==> config.mk <==
export PLATFORM = sky130hd
export DESIGN_NAME = nmea_gsv_satellite_counter_core_flat
export DESIGN_NICKNAME = d
export VERILOG_FILES = /design/src/hdl/ngsc_pkg.sv /design/src/hdl/ngsc_in_if.sv /design/src/hdl/ngsc_out_if.sv /design/src/hdl/nmea_gsv_satellite_counter_core.sv /design/src/flat_wrapper.sv
export SDC_FILE = /design/constraint.sdc
export NUM_CORES = 1
export LEC_CHECK = 0
export ABC_AREA = 0
export BUFFER_PORTS_ARGS = -buffer_cell sky130_fd_sc_hd__buf_2
export CAP_MARGIN = 20
export CORE_MARGIN = 4
export CORE_UTILIZATION = 39
export CTS_CLUSTER_SIZE = 8
export DETAILED_ROUTE_END_ITERATION = 16
export GPL_TIMING_DRIVEN = 0
export SYNTH_ARGS = -nofsm -noshare
export SYNTH_HDL_FRONTEND = slang
export SYNTH_SLANG_ARGS = --single-unit
export TNS_END_PERCENT = 5
==> constraint.sdc <==
create_clock -name clk -period 5 [get_ports clk]
set_clock_uncertainty 0.05 [all_clocks]
set_input_delay 0.25 -clock clk [delete_from_list [all_inputs] [get_ports clk]]
set_output_delay 0.25 -clock clk [all_outputs]
set_load 0.01 [all_outputs]
==> src/hdl/ngsc_pkg.sv <==
// shared constants, codes and character tables for the gsv satellite counter
`timescale 1ns / 1ps
package ngsc_pkg;

	localparam logic       OP_BYTE       = 1'b0;
	localparam logic       OP_TICK       = 1'b1;

	localparam logic [2:0] STAGE_IDLE    = 3'd0;
	localparam logic [2:0] STAGE_CAPTURE = 3'd6;

	localparam logic [1:0] KIND_NONE     = 2'd0;
	localparam logic [1:0] KIND_BD       = 2'd1;
	localparam logic [1:0] KIND_GP       = 2'd2;
	localparam logic [1:0] KIND_ANY      = 2'd3;

	localparam logic [2:0] COMMA_FIELD   = 3'd3;
	localparam logic [2:0] COMMA_MAX     = 3'd4;
	localparam logic [7:0] KIND_END_POS  = 8'd6;

	localparam logic [7:0] CHR_DOLLAR    = 8'h24;
	localparam logic [7:0] CHR_COMMA     = 8'h2c;
	localparam logic [7:0] CHR_NEWLINE   = 8'h0a;
	localparam logic [7:0] CHR_ZERO      = 8'h30;
	localparam logic [7:0] CHR_NINE      = 8'h39;
	localparam logic [7:0] IDLE_LIMIT_RST = 8'd1;

	// "$GNRMC"
	function automatic logic [7:0] header_char(input logic [2:0] idx);
		logic [7:0] ch;
		case (idx)
			3'd0:    ch = 8'h24;
			3'd1:    ch = 8'h47;
			3'd2:    ch = 8'h4e;
			3'd3:    ch = 8'h52;
			3'd4:    ch = 8'h4d;
			3'd5:    ch = 8'h43;
			default: ch = 8'h00;
		endcase
		return ch;
	endfunction

	// "$BDGSV"
	function automatic logic [7:0] bd_char(input logic [2:0] idx);
		logic [7:0] ch;
		case (idx)
			3'd0:    ch = 8'h24;
			3'd1:    ch = 8'h42;
			3'd2:    ch = 8'h44;
			3'd3:    ch = 8'h47;
			3'd4:    ch = 8'h53;
			3'd5:    ch = 8'h56;
			default: ch = 8'h00;
		endcase
		return ch;
	endfunction

	// "$GPGSV"
	function automatic logic [7:0] gp_char(input logic [2:0] idx);
		logic [7:0] ch;
		case (idx)
			3'd0:    ch = 8'h24;
			3'd1:    ch = 8'h47;
			3'd2:    ch = 8'h50;
			3'd3:    ch = 8'h47;
			3'd4:    ch = 8'h53;
			3'd5:    ch = 8'h56;
			default: ch = 8'h00;
		endcase
		return ch;
	endfunction

endpackage

==> src/hdl/ngsc_in_if.sv <==
// request channel: byte or tick
`timescale 1ns / 1ps
interface ngsc_in_if;
	logic       valid;
	logic       ready;
	logic       operation;
	logic [7:0] rx_byte;

	modport source (output valid, output operation, output rx_byte, input ready);
	modport sink   (input valid, input operation, input rx_byte, output ready);
endinterface

==> src/hdl/ngsc_out_if.sv <==
// result channel: header stage, line flag, satellite counts, burst end
`timescale 1ns / 1ps
interface ngsc_out_if;
	logic       valid;
	logic       ready;
	logic [2:0] header_stage;
	logic       line_done;
	logic [6:0] beidou_sats;
	logic [6:0] gps_sats;
	logic [7:0] total_sats;
	logic       burst_end;

	modport source (output valid, output header_stage, output line_done,
		output beidou_sats, output gps_sats, output total_sats, output burst_end,
		input ready);
	modport sink   (input valid, input header_stage, input line_done,
		input beidou_sats, input gps_sats, input total_sats, input burst_end,
		output ready);
endinterface

==> src/hdl/nmea_gsv_satellite_counter_core.sv <==
// top level: nmea gsv satellite counter, one request in, one result out
//
//   channel   dir   handshake      payload
//   item      in    valid/ready    operation, rx_byte
//   result    out   valid/ready    header_stage, line_done, beidou_sats,
//                                  gps_sats, total_sats, burst_end
//   cfg       in    cfg_we         cfg_wdata (idle_limit)
//
// a request is registered in the input register, then parsed combinationally
// into the result register; one request per cycle sustained while result.ready is high
// a stalled result holds the result register; one more request fills the
// input register, then item.ready drops until result.ready returns
// arst_n clears parser state, idle_limit returns to 1, no clearing pass
`timescale 1ns / 1ps
module nmea_gsv_satellite_counter_core #(
	parameter int LINE_SLOTS  = 8,
	parameter int LINE_LENGTH = 128
) (
	input  logic              clk,
	input  logic              arst_n,
	ngsc_in_if.sink           item,
	ngsc_out_if.source        result,
	input  logic              cfg_we,
	input  logic [7:0]        cfg_wdata
);
	import ngsc_pkg::*;

	localparam int                SLOT_W    = (LINE_SLOTS > 1) ? $clog2(LINE_SLOTS) : 1;
	localparam logic [SLOT_W-1:0] SLOT_LAST = SLOT_W'(LINE_SLOTS - 1);
	localparam logic [7:0]        POS_LIMIT = 8'(LINE_LENGTH - 1);

	// input register
	logic       valid_s1;
	logic       op_s1;
	logic [7:0] byte_s1;
	logic       take_s1;

	// parser state
	logic [7:0]        idle_limit_q;
	logic [2:0]        stage_q,   stage_d;
	logic [SLOT_W-1:0] slot_q,    slot_d;
	logic [7:0]        pos_q,     pos_d;
	logic [1:0]        kind_q,    kind_d;
	logic              dollar_q,  dollar_d;
	logic [2:0]        comma_q,   comma_d;
	logic [1:0]        flen_q,    flen_d;
	logic [3:0]        dhigh_q,   dhigh_d;
	logic [3:0]        dlow_q,    dlow_d;
	logic              fok_q,     fok_d;
	logic              bfound_q,  bfound_d;
	logic              gfound_q,  gfound_d;
	logic [6:0]        bcount_q,  bcount_d;
	logic [6:0]        gcount_q,  gcount_d;
	logic [7:0]        idle_q,    idle_d;
	logic              done_d;

	// result register
	logic       res_valid_q;
	logic [2:0] res_stage_q;
	logic       res_done_q;
	logic [6:0] res_bd_q;
	logic [6:0] res_gp_q;
	logic [7:0] res_total_q;
	logic       res_burst_q;

	logic       is_digit;
	logic [3:0] digit;
	logic       fv_ok;
	logic [6:0] fv;

	assign take_s1    = valid_s1 && (!res_valid_q || result.ready);
	assign item.ready = !valid_s1 || take_s1;

	always_ff @(posedge clk or negedge arst_n) begin
		if (!arst_n) begin
			valid_s1 <= 1'b0;
		end else if (item.valid && item.ready) begin
			valid_s1 <= 1'b1;
		end else if (take_s1) begin
			valid_s1 <= 1'b0;
		end
	end

	always_ff @(posedge clk) begin
		if (item.valid && item.ready) begin
			op_s1   <= item.operation;
			byte_s1 <= item.rx_byte;
		end
	end

	assign is_digit = (byte_s1 >= CHR_ZERO) && (byte_s1 <= CHR_NINE);
	assign digit    = is_digit ? 4'(byte_s1 - CHR_ZERO) : 4'd0;
	assign fv_ok    = dollar_q && (comma_q >= COMMA_MAX) && (flen_q != 2'd0) && fok_q;
	assign fv       = (flen_q == 2'd1) ? 7'(dhigh_q)
		: 7'({dhigh_q, 3'b000}) + 7'({dhigh_q, 1'b0}) + 7'(dlow_q);

	always_comb begin
		stage_d  = stage_q;
		slot_d   = slot_q;
		pos_d    = pos_q;
		kind_d   = kind_q;
		dollar_d = dollar_q;
		comma_d  = comma_q;
		flen_d   = flen_q;
		dhigh_d  = dhigh_q;
		dlow_d   = dlow_q;
		fok_d    = fok_q;
		bfound_d = bfound_q;
		gfound_d = gfound_q;
		bcount_d = bcount_q;
		gcount_d = gcount_q;
		idle_d   = idle_q;
		done_d   = 1'b0;

		if (op_s1 == OP_TICK) begin
			if (idle_q != 8'hff) begin
				idle_d = idle_q + 8'd1;
			end
		end else begin
			idle_d = 8'd0;
			if (stage_q < STAGE_CAPTURE) begin
				if (byte_s1 == header_char(stage_q)) begin
					stage_d = stage_q + 3'd1;
					pos_d   = 8'(stage_d);
					if (stage_d == STAGE_CAPTURE) begin
						kind_d   = KIND_NONE;
						dollar_d = 1'b1;
						comma_d  = 3'd0;
						flen_d   = 2'd0;
						fok_d    = 1'b0;
					end
				end else begin
					stage_d  = STAGE_IDLE;
					pos_d    = 8'd0;
					slot_d   = '0;
					bfound_d = 1'b0;
					gfound_d = 1'b0;
				end
			end else if (byte_s1 == CHR_NEWLINE) begin
				done_d = 1'b1;
				if (slot_q != SLOT_LAST && pos_q >= KIND_END_POS) begin
					if (kind_q == KIND_BD && !bfound_q) begin
						bfound_d = 1'b1;
						if (fv_ok) begin
							bcount_d = fv;
						end
					end else if (kind_q == KIND_GP && !gfound_q) begin
						gfound_d = 1'b1;
						if (fv_ok) begin
							gcount_d = fv;
						end
					end
				end
				if (slot_q == SLOT_LAST) begin
					slot_d   = '0;
					bfound_d = 1'b0;
					gfound_d = 1'b0;
				end else begin
					slot_d = slot_q + 1'b1;
				end
				pos_d = 8'd0;
			end else if (pos_q < POS_LIMIT) begin
				if (pos_q == 8'd0) begin
					dollar_d = (byte_s1 == CHR_DOLLAR);
					kind_d   = KIND_ANY;
					comma_d  = 3'd0;
					flen_d   = 2'd0;
					dhigh_d  = 4'd0;
					dlow_d   = 4'd0;
					fok_d    = 1'b1;
				end else begin
					if (pos_q < KIND_END_POS) begin
						if (byte_s1 != bd_char(pos_q[2:0])) begin
							kind_d[0] = 1'b0;
						end
						if (byte_s1 != gp_char(pos_q[2:0])) begin
							kind_d[1] = 1'b0;
						end
					end
					if (byte_s1 == CHR_COMMA) begin
						if (comma_q < COMMA_MAX) begin
							comma_d = comma_q + 3'd1;
						end
					end else if (comma_q == COMMA_FIELD) begin
						if (flen_q == 2'd0) begin
							dhigh_d = digit;
							flen_d  = 2'd1;
							if (!is_digit) begin
								fok_d = 1'b0;
							end
						end else if (flen_q == 2'd1) begin
							dlow_d = digit;
							flen_d = 2'd2;
							if (!is_digit) begin
								fok_d = 1'b0;
							end
						end
					end
				end
				pos_d = pos_q + 8'd1;
			end
		end
	end

	always_ff @(posedge clk or negedge arst_n) begin
		if (!arst_n) begin
			idle_limit_q <= IDLE_LIMIT_RST;
		end else if (cfg_we) begin
			idle_limit_q <= cfg_wdata;
		end
	end

	always_ff @(posedge clk or negedge arst_n) begin
		if (!arst_n) begin
			stage_q  <= STAGE_IDLE;
			slot_q   <= '0;
			pos_q    <= 8'd0;
			kind_q   <= KIND_NONE;
			dollar_q <= 1'b0;
			comma_q  <= 3'd0;
			flen_q   <= 2'd0;
			dhigh_q  <= 4'd0;
			dlow_q   <= 4'd0;
			fok_q    <= 1'b0;
			bfound_q <= 1'b0;
			gfound_q <= 1'b0;
			bcount_q <= 7'd0;
			gcount_q <= 7'd0;
			idle_q   <= 8'd0;
		end else if (take_s1) begin
			stage_q  <= stage_d;
			slot_q   <= slot_d;
			pos_q    <= pos_d;
			kind_q   <= kind_d;
			dollar_q <= dollar_d;
			comma_q  <= comma_d;
			flen_q   <= flen_d;
			dhigh_q  <= dhigh_d;
			dlow_q   <= dlow_d;
			fok_q    <= fok_d;
			bfound_q <= bfound_d;
			gfound_q <= gfound_d;
			bcount_q <= bcount_d;
			gcount_q <= gcount_d;
			idle_q   <= idle_d;
		end
	end

	always_ff @(posedge clk or negedge arst_n) begin
		if (!arst_n) begin
			res_valid_q <= 1'b0;
		end else if (take_s1) begin
			res_valid_q <= 1'b1;
		end else if (result.ready) begin
			res_valid_q <= 1'b0;
		end
	end

	always_ff @(posedge clk) begin
		if (take_s1) begin
			res_stage_q <= stage_d;
			res_done_q  <= done_d;
			res_bd_q    <= bcount_d;
			res_gp_q    <= gcount_d;
			res_total_q <= 8'(bcount_d) + 8'(gcount_d);
			res_burst_q <= (stage_d == STAGE_CAPTURE) && (idle_d > idle_limit_q);
		end
	end

	assign result.valid        = res_valid_q;
	assign result.header_stage = res_stage_q;
	assign result.line_done    = res_done_q;
	assign result.beidou_sats  = res_bd_q;
	assign result.gps_sats     = res_gp_q;
	assign result.total_sats   = res_total_q;
	assign result.burst_end    = res_burst_q;

endmodule

==> src/flat_wrapper.sv <==
// flat-port wrapper written by rule: the top's interface ports become plain ports
module nmea_gsv_satellite_counter_core_flat import ngsc_pkg::*;
#(
	parameter int LINE_SLOTS  = 8,
	parameter int LINE_LENGTH = 128
)
  (clk, arst_n, cfg_we, cfg_wdata, item_valid, item_operation, item_rx_byte, item_ready, result_valid, result_header_stage, result_line_done, result_beidou_sats, result_gps_sats, result_total_sats, result_burst_end, result_ready);
  ngsc_in_if item_i ();
  ngsc_out_if result_i ();
  input  logic clk;
  input  logic arst_n;
  input  logic cfg_we;
  input  logic [7:0] cfg_wdata;
  input wire logic [$bits(item_i.valid)-1:0] item_valid;
  input wire logic [$bits(item_i.operation)-1:0] item_operation;
  input wire logic [$bits(item_i.rx_byte)-1:0] item_rx_byte;
  output wire logic [$bits(item_i.ready)-1:0] item_ready;
  output wire logic [$bits(result_i.valid)-1:0] result_valid;
  output wire logic [$bits(result_i.header_stage)-1:0] result_header_stage;
  output wire logic [$bits(result_i.line_done)-1:0] result_line_done;
  output wire logic [$bits(result_i.beidou_sats)-1:0] result_beidou_sats;
  output wire logic [$bits(result_i.gps_sats)-1:0] result_gps_sats;
  output wire logic [$bits(result_i.total_sats)-1:0] result_total_sats;
  output wire logic [$bits(result_i.burst_end)-1:0] result_burst_end;
  input wire logic [$bits(result_i.ready)-1:0] result_ready;
  assign item_i.valid = item_valid;
  assign item_i.operation = item_operation;
  assign item_i.rx_byte = item_rx_byte;
  assign item_ready = item_i.ready;
  assign result_valid = result_i.valid;
  assign result_header_stage = result_i.header_stage;
  assign result_line_done = result_i.line_done;
  assign result_beidou_sats = result_i.beidou_sats;
  assign result_gps_sats = result_i.gps_sats;
  assign result_total_sats = result_i.total_sats;
  assign result_burst_end = result_i.burst_end;
  assign result_i.ready = result_ready;
  nmea_gsv_satellite_counter_core #(.LINE_SLOTS(LINE_SLOTS), .LINE_LENGTH(LINE_LENGTH)) u_core (.clk(clk), .arst_n(arst_n), .item(item_i), .result(result_i), .cfg_we(cfg_we), .cfg_wdata(cfg_wdata));
endmodule
# Yosys cells after proc, flatten, opt, wreduce, memory -nomap -nowiden
# Index checks and enable logic that the tools add are counted.
dict set report classes {
  add_sub_neg 9
  n_lt_le_gt_ge 9
  eq_ne 33
  mux 113
  bitwise 3
  reduce_logical 53
}
# operator count
set ops {}
lappend ops {{8-bit 2-to-1 mux} 19}
lappend ops {{7-bit 2-to-1 mux} 14}
lappend ops {{7-bit case mux with 6 select lines} 2}
lappend ops {{3-bit 2-to-1 mux} 16}
lappend ops {{4-bit 2-to-1 mux} 10}
lappend ops {{1-bit 2-to-1 mux} 36}
lappend ops {{7-bit case mux with 5 select lines} 1}
lappend ops {{8-bit AND reduction} 4}
lappend ops {{2-bit 2-to-1 mux} 15}
lappend ops {{3-bit nonzero test} 10}
lappend ops {{3-bit == test (second input constant)} 7}
lappend ops {{9-bit AND reduction} 2}
lappend ops {{2-bit nonzero test} 9}
lappend ops {{8-bit by 1-bit adder with 8-bit output (second input constant)} 2}
lappend ops {{8-bit by 6-bit == test with 1-bit output (second input constant)} 2}
lappend ops {{8-bit != test} 2}
lappend ops {{3-bit by 2-bit == test with 1-bit output (second input constant)} 5}
lappend ops {{7-bit AND reduction} 2}
lappend ops {{1-bit logical AND} 10}
lappend ops {{3-bit by 1-bit adder with 3-bit output (second input constant)} 3}
lappend ops {{7-bit by 7-bit adder with 8-bit output} 1}
lappend ops {{8-bit by 4-bit == test with 1-bit output (second input constant)} 1}
lappend ops {{8-bit == test} 1}
lappend ops {{8-bit by 3-bit greater-or-equal comparator with 1-bit output (second input constant)} 1}
lappend ops {{other kinds (30)} 45}
dict set report totals {
  regBits 101
  in_bits 22
  output_inout_bits 29
  word_cells 247
}

# Longest topological paths before layout
dict set report logic_depth {
  depth_word 16
  mapped_depth 17
  depth_no_buf 15
}

# Worst setup path after synthesis
# OpenSTA, ideal clock, no wires.
dict set report synth_timing {
  path_type {reg2reg}
  startpoint {register u_core.byte_s1[0]}
  endpoint {register u_core.res_total_q[6], in the netlist u_core.result.total_sats[6], data pin}
  setup_ns 0.258
  arrival_time_ns 4.166
  t_required_ns 4.692
  path_slack_ns 0.526
  stages_incl_launch_ff 17
  n_path_buf 3
  synth_period_minus_slack_ns 4.474
  path_cell_list {edfxtp_1 buf_6 or4_4 or4_4 or4_1 or3b_1 buf_6 buf_8 mux2_4 ha_1 fa_1 a21oi_1 nor2_1 nor2_1 o21bai_1 a21oi_1 xnor2_1}
}
dict set report synth_via {
  elab_chain_len 5
  elab_cells_between_ends 8
  classes_between {1 x add/sub; 1 x eq/ne; 6 x mux}
}
# item line_no
set synth_lines {}
lappend synth_lines {{from (decl)} nmea_gsv_satellite_counter_core.sv:35} ;# logic [7:0] byte_s1;
lappend synth_lines {{from (signal assigned)} nmea_gsv_satellite_counter_core.sv:87} ;# byte_s1 <= item.rx_byte;
lappend synth_lines {{8-bit by 4-bit == test with 1-bit output} nmea_gsv_satellite_counter_core.sv:139} ;# end else if (byte_s1 == CHR_NEWLINE) begin
lappend synth_lines {{7-bit 2-to-1 mux} nmea_gsv_satellite_counter_core.sv:139}
lappend synth_lines {{7-bit 2-to-1 mux} nmea_gsv_satellite_counter_core.sv:121} ;# if (stage_q < STAGE_CAPTURE) begin
lappend synth_lines {{7-bit 2-to-1 mux} nmea_gsv_satellite_counter_core.sv:115} ;# if (op_s1 == OP_TICK) begin
lappend synth_lines {{net u_core.bcount_d[0]} nmea_gsv_satellite_counter_core.sv:52} ;# logic [6:0] bcount_q, bcount_d;
lappend synth_lines {{7-bit by 7-bit adder with 8-bit output} nmea_gsv_satellite_counter_core.sv:265} ;# res_total_q <= 8'(bcount_d) + 8'(gcount_d);
lappend synth_lines {{to (signal assigned)} nmea_gsv_satellite_counter_core.sv:265}
lappend synth_lines {{to (decl)} nmea_gsv_satellite_counter_core.sv:63} ;# logic [7:0] res_total_q;
# The timed path passes the listed nets, and every way through them passes these cells.
# A chain may end at the register's enable or synchronous reset.

# Final worst setup path
# Ends and elaborated chain as after synthesis.

==> impl_metrics.py <==
metrics = {
    "status": {
        "status": "finished clean",
    },
    "global_routing": {
        "grt_pass1_vias": 4415,
        "grt_pass1_wl_um": 21200,
        "grt_max_degree": 66,
        "grt-ovfl-total": 0,
        "grt_use_total": 0.155,
        "antenna_found_initial": 0,
    },
    "hold_path": {
        "hp-class": "in2reg",
        "hold_start": "item_rx_byte[6]",
        "hold-path-endpoint": "u_core.byte_s1[6]",
        "worstHoldPathCells": 1,
    },
    "routing": {
        "dr.first_iter.drc_count": 260,
        "avgViaCountPerCell": 5.43,
        "wl_per_cell_um": 15.3,
        "num_vias": 4427,
        "ant_nets": 0,
        "dr.pass1.iters": 4,
        "drt_wl_total_um": 12500,
        "drc_errors": 0,
    },
    "worst_setup_path": {
        "crit_required_ns": 5.05,
        "rr_endpoint": "u_core.result.total_sats[6]",
        "r2r_slack_ns": 0.28,
        "crit_path_start_kind": "flip-flop",
        "r2r_cells": 16,
        "path_class": "reg2reg",
        "path_max_fanout": 10,
        "endpoint_kind": "flip-flop",
        "arrival_ns": 4.77,
        "crit_start": "u_core.byte_s1[0]",
        "regToRegStartpoint": "u_core.byte_s1[0]",
    },
    "cts": {
        "root_buffer": "clkbuf_16",
        "cts_setup_buffers": 0,
        "cts_buffer_depth": 2,
        "cts_tree": "built",
        "clock_latency_ns": 0.35,
        "cts.clk_slew.worst_paths_ns": 0.07,
        "clock-sinks": 101,
        "cts_inserted_buffers": 9,
        "ctsResizeCount": 0,
        "htree_levels": 3,
        "holdBufCountCts": 1,
    },
    "logic_synthesis": {
        "syn_area_per_cell_um2": 10.4,
        "synthCells": 563,
        "syn_nets": 630,
        "synth_top_family_by_area": "simple AND/OR/NAND/NOR gates",
        "synth_compound_area_frac": 0.146,
        "synth_cell_types": 63,
        "synth_edf_count": 36,
        "synth_adder_area_share": 0.100,
        "seq_area_frac_synth": 0.463,
        "synthSimpleGateAreaFrac": 0.147,
        "synthXorXnorAreaFrac": 0.0344,
        "synth-main-ff-cell": "dfrtp_1",
        "syn_area_um2": 5850,
        "ys_ff_latch": 101,
        "ys.warnings.count": 0,
        "synth.area.mux_share": 0.0674,
        "async_reset_ff_frac": 0.644,
    },
    "placed_design": {
        "dpl_cell_area_um2": 6330,
        "finalWeightedCongestion": 0.931,
        "io_buffer_count": 50,
        "hpwl_um": 9320,
    },
    "finish": {
        "nets": 694,
        "fillers": 1347,
        "syn_to_final_growth_pct": 13.7,
        "antennaDiodeCount": 0,
        "seq_area_um2": 2710,
        "drive_above_1_share": 0.163,
        "fin_area_um2": 6650,
        "multiInputGateArea_um2": 2900,
        "final_core_util": 0.456,
    },
    "timing": {
        "slew_headroom": 0.288,
        "finalSetupViolCount": 0,
        "tns_ns": 0,
        "hold_violations": 0,
        "rsz0062_at_grt": "false",
        "tightestPinTransition_ns": 1.06,
        "finalCritPeriodShare": 0.944,
        "finalCriticalPeriod_ns": 4.72,
        "drv_slew": 0,
        "fmax_mhz": 212,
    },
    "pwr": {
        "peakVddDrop_v": 0.000266,
        "power_density_nw_per_um2": 270,
        "total_leakage_power_nw": 2.95,
        "power_mw": 1.80,
    },
    "die": {
        "die_height_um": 130,
        "core_area_um2": 14600,
        "die_w_um": 130,
        "rows": 44,
        "die_area_um2": 17000,
        "io_pins": 51,
        "start_util": 0.401,
    },
    "flow_run": {
        "cap_violations": 0,
    },
}
==> synthesized netlist by cell type (all sizes together), types with 2 or more instances <==
library cell	instances	area [µm²]
a32oi	3	26.3
o2111ai	2	17.5
nor2	44	180
a22o	2	17.5
a31oi	4	25.0
ha	42	526
mux2	29	334
or3b	2	17.5
inv	32	120
xor2	7	61.3
nor4b	2	17.5
dfrtp	64	1600
nand3	11	55.1
nor4	3	18.8
o211ai	4	30.0
o21bai	4	30.0
a21o	5	37.5
nor3	8	40.0
xnor2	16	140
fa	3	60.1
and4	2	17.5
edfxtp	36	1080
a21oi	17	85.1
a2111o	2	22.5
nand2	50	188
and3	3	18.8
o22ai	2	12.5
and2	8	50.1
clkbuf	13	48.8
a41oi	3	26.3
nand3b	4	30.0
or3	3	18.8
o31ai	9	67.6
a21boi	2	15.0
buf	7	72.6
o21ai	62	310
nand2b	9	56.3
nor2b	7	43.8
a31o	5	43.8
or4	4	37.5
nand4	9	56.3
mux2i	6	60.1
==> through the flow <==
stage / worst slack [ns] / std cells / hold slack [ns]
5_1_grt: 0.0581 / 816 / 0.00593
6_report: 0.278 / 816 / 0.0228
4_1_cts: 0.244 / 814 / 0.00776
3_5_place_dp: 0.246 / 797 / 0.365
2_1_floorplan: 0.526 / 563 / -0.0956
3_3_place_gp: 0.270 / 797 / 0.377
==> layout by cell type, fill, tap and decap left out, drive strengths merged, types with 3 or more instances in the layout <==
cell type,n
mux2,29
clkbuf,24
inv,34
a32oi,3
nor2b,7
nor4,3
a31o,5
nand2,50
and2,8
xnor2,16
or3,3
o31ai,9
a21o,5
mux2i,6
dfrtp,64
a41oi,3
o21ai,62
o21bai,4
and3,3
xor2,7
o211ai,4
nor3,8
nand4,9
nand3b,4
nor2,44
edfxtp,36
buf,58
nand3,11
ha,42
nand2b,9
a21oi,17
a31oi,4
or4,4
fa,3
==> how the worst max path moves through the flow <==
stage	endpoint
3_5_place_dp	u_core.result.total_sats[6]
6_report	u_core.result.total_sats[6]
2_1_floorplan	u_core.result.total_sats[6]
3_3_place_gp	u_core.result.total_sats[6]
4_1_cts	u_core.result.total_sats[6]
5_1_grt	u_core.result.total_sats[6]
==> power by group <==
| group | internal [mW] | leakage [nW] | switching (mW) |
|---|---|---|---|
| registers | 0.897 | 1.21 | 0.0225 |
| clock network | 0.342 | 0.129 | 0.318 |
| logic | 0.0833 | 1.61 | 0.136 |
| total | 1.32 | 2.95 | 0.476 |
==> logic make-up (layout without fill, tap and decap cells) <==
kind of cell,Yosys count,after routing
and+or+nand+nor,171,171
AOI/OAI and AO/OA,136,136
DFF,101,101
buffers and inverters,52,121
adders and majority gates,45,45
muxes,35,35
xor gates and xnor gates,23,23
==> critical path, stage by stage (launching register included) <==
cell and delay [ns]:
edfxtp_1 0.38, buf_6 0.15, or4_4 0.54, or4_4 0.53, or4_1 0.56, or3b_1 0.38
buf_6 0.15, buf_8 0.13, mux2_4 0.30, ha_1 0.21, fa_1 0.40, a21oi_1 0.15
nor2_1 0.05, nor2_1 0.14, o21bai_1 0.09, a21oi_1 0.18, xnor2_1 0.08
==> per-layer routing <==
| metal | GRT usage | routed length (µm) | vias to the layer above |
|---|---|---|---|
| li1 | - | - | 2173 |
| met1 | 0.202 | 5580 | 2108 |
| met2 | 0.251 | 5840 | 123 |
| met3 | 0.0407 | 751 | 23 |
| met4 | 0.0557 | 305 | 0 |
| met5 | 0 | 0 | - |
==> registers in the layout, summed over array words and instances, names as in the netlist, 4 cells and up <==
| signal | cells |
|---|---|
| u_core.idle_limit_q | 8 |
| u_core.result.beidou_sats | 7 |
| u_core.idle_q | 8 |
| u_core.pos_q | 8 |
| u_core.result.total_sats | 8 |
| u_core.gcount_q | 7 |
| u_core.result.gps_sats | 7 |
| u_core.dhigh_q | 4 |
| u_core.byte_s1 | 8 |
| u_core.dlow_q | 4 |
| u_core.bcount_q | 7 |
==> layout make-up <==
| cell class | instances | share of cell area |
|---|---|---|
| clock buffer | 10 | 0.0344 |
| clock inverter | 6 | 0.00715 |
| timing repair buffer | 53 | 0.0444 |
| buffer | 20 | 0.0182 |
| multi-input combinational | 410 | 0.436 |
| inverter | 32 | 0.0181 |
| tap | 184 | 0.0346 |
| sequential | 101 | 0.407 |
No activity file was read; power rests on OpenSTA's default activity.
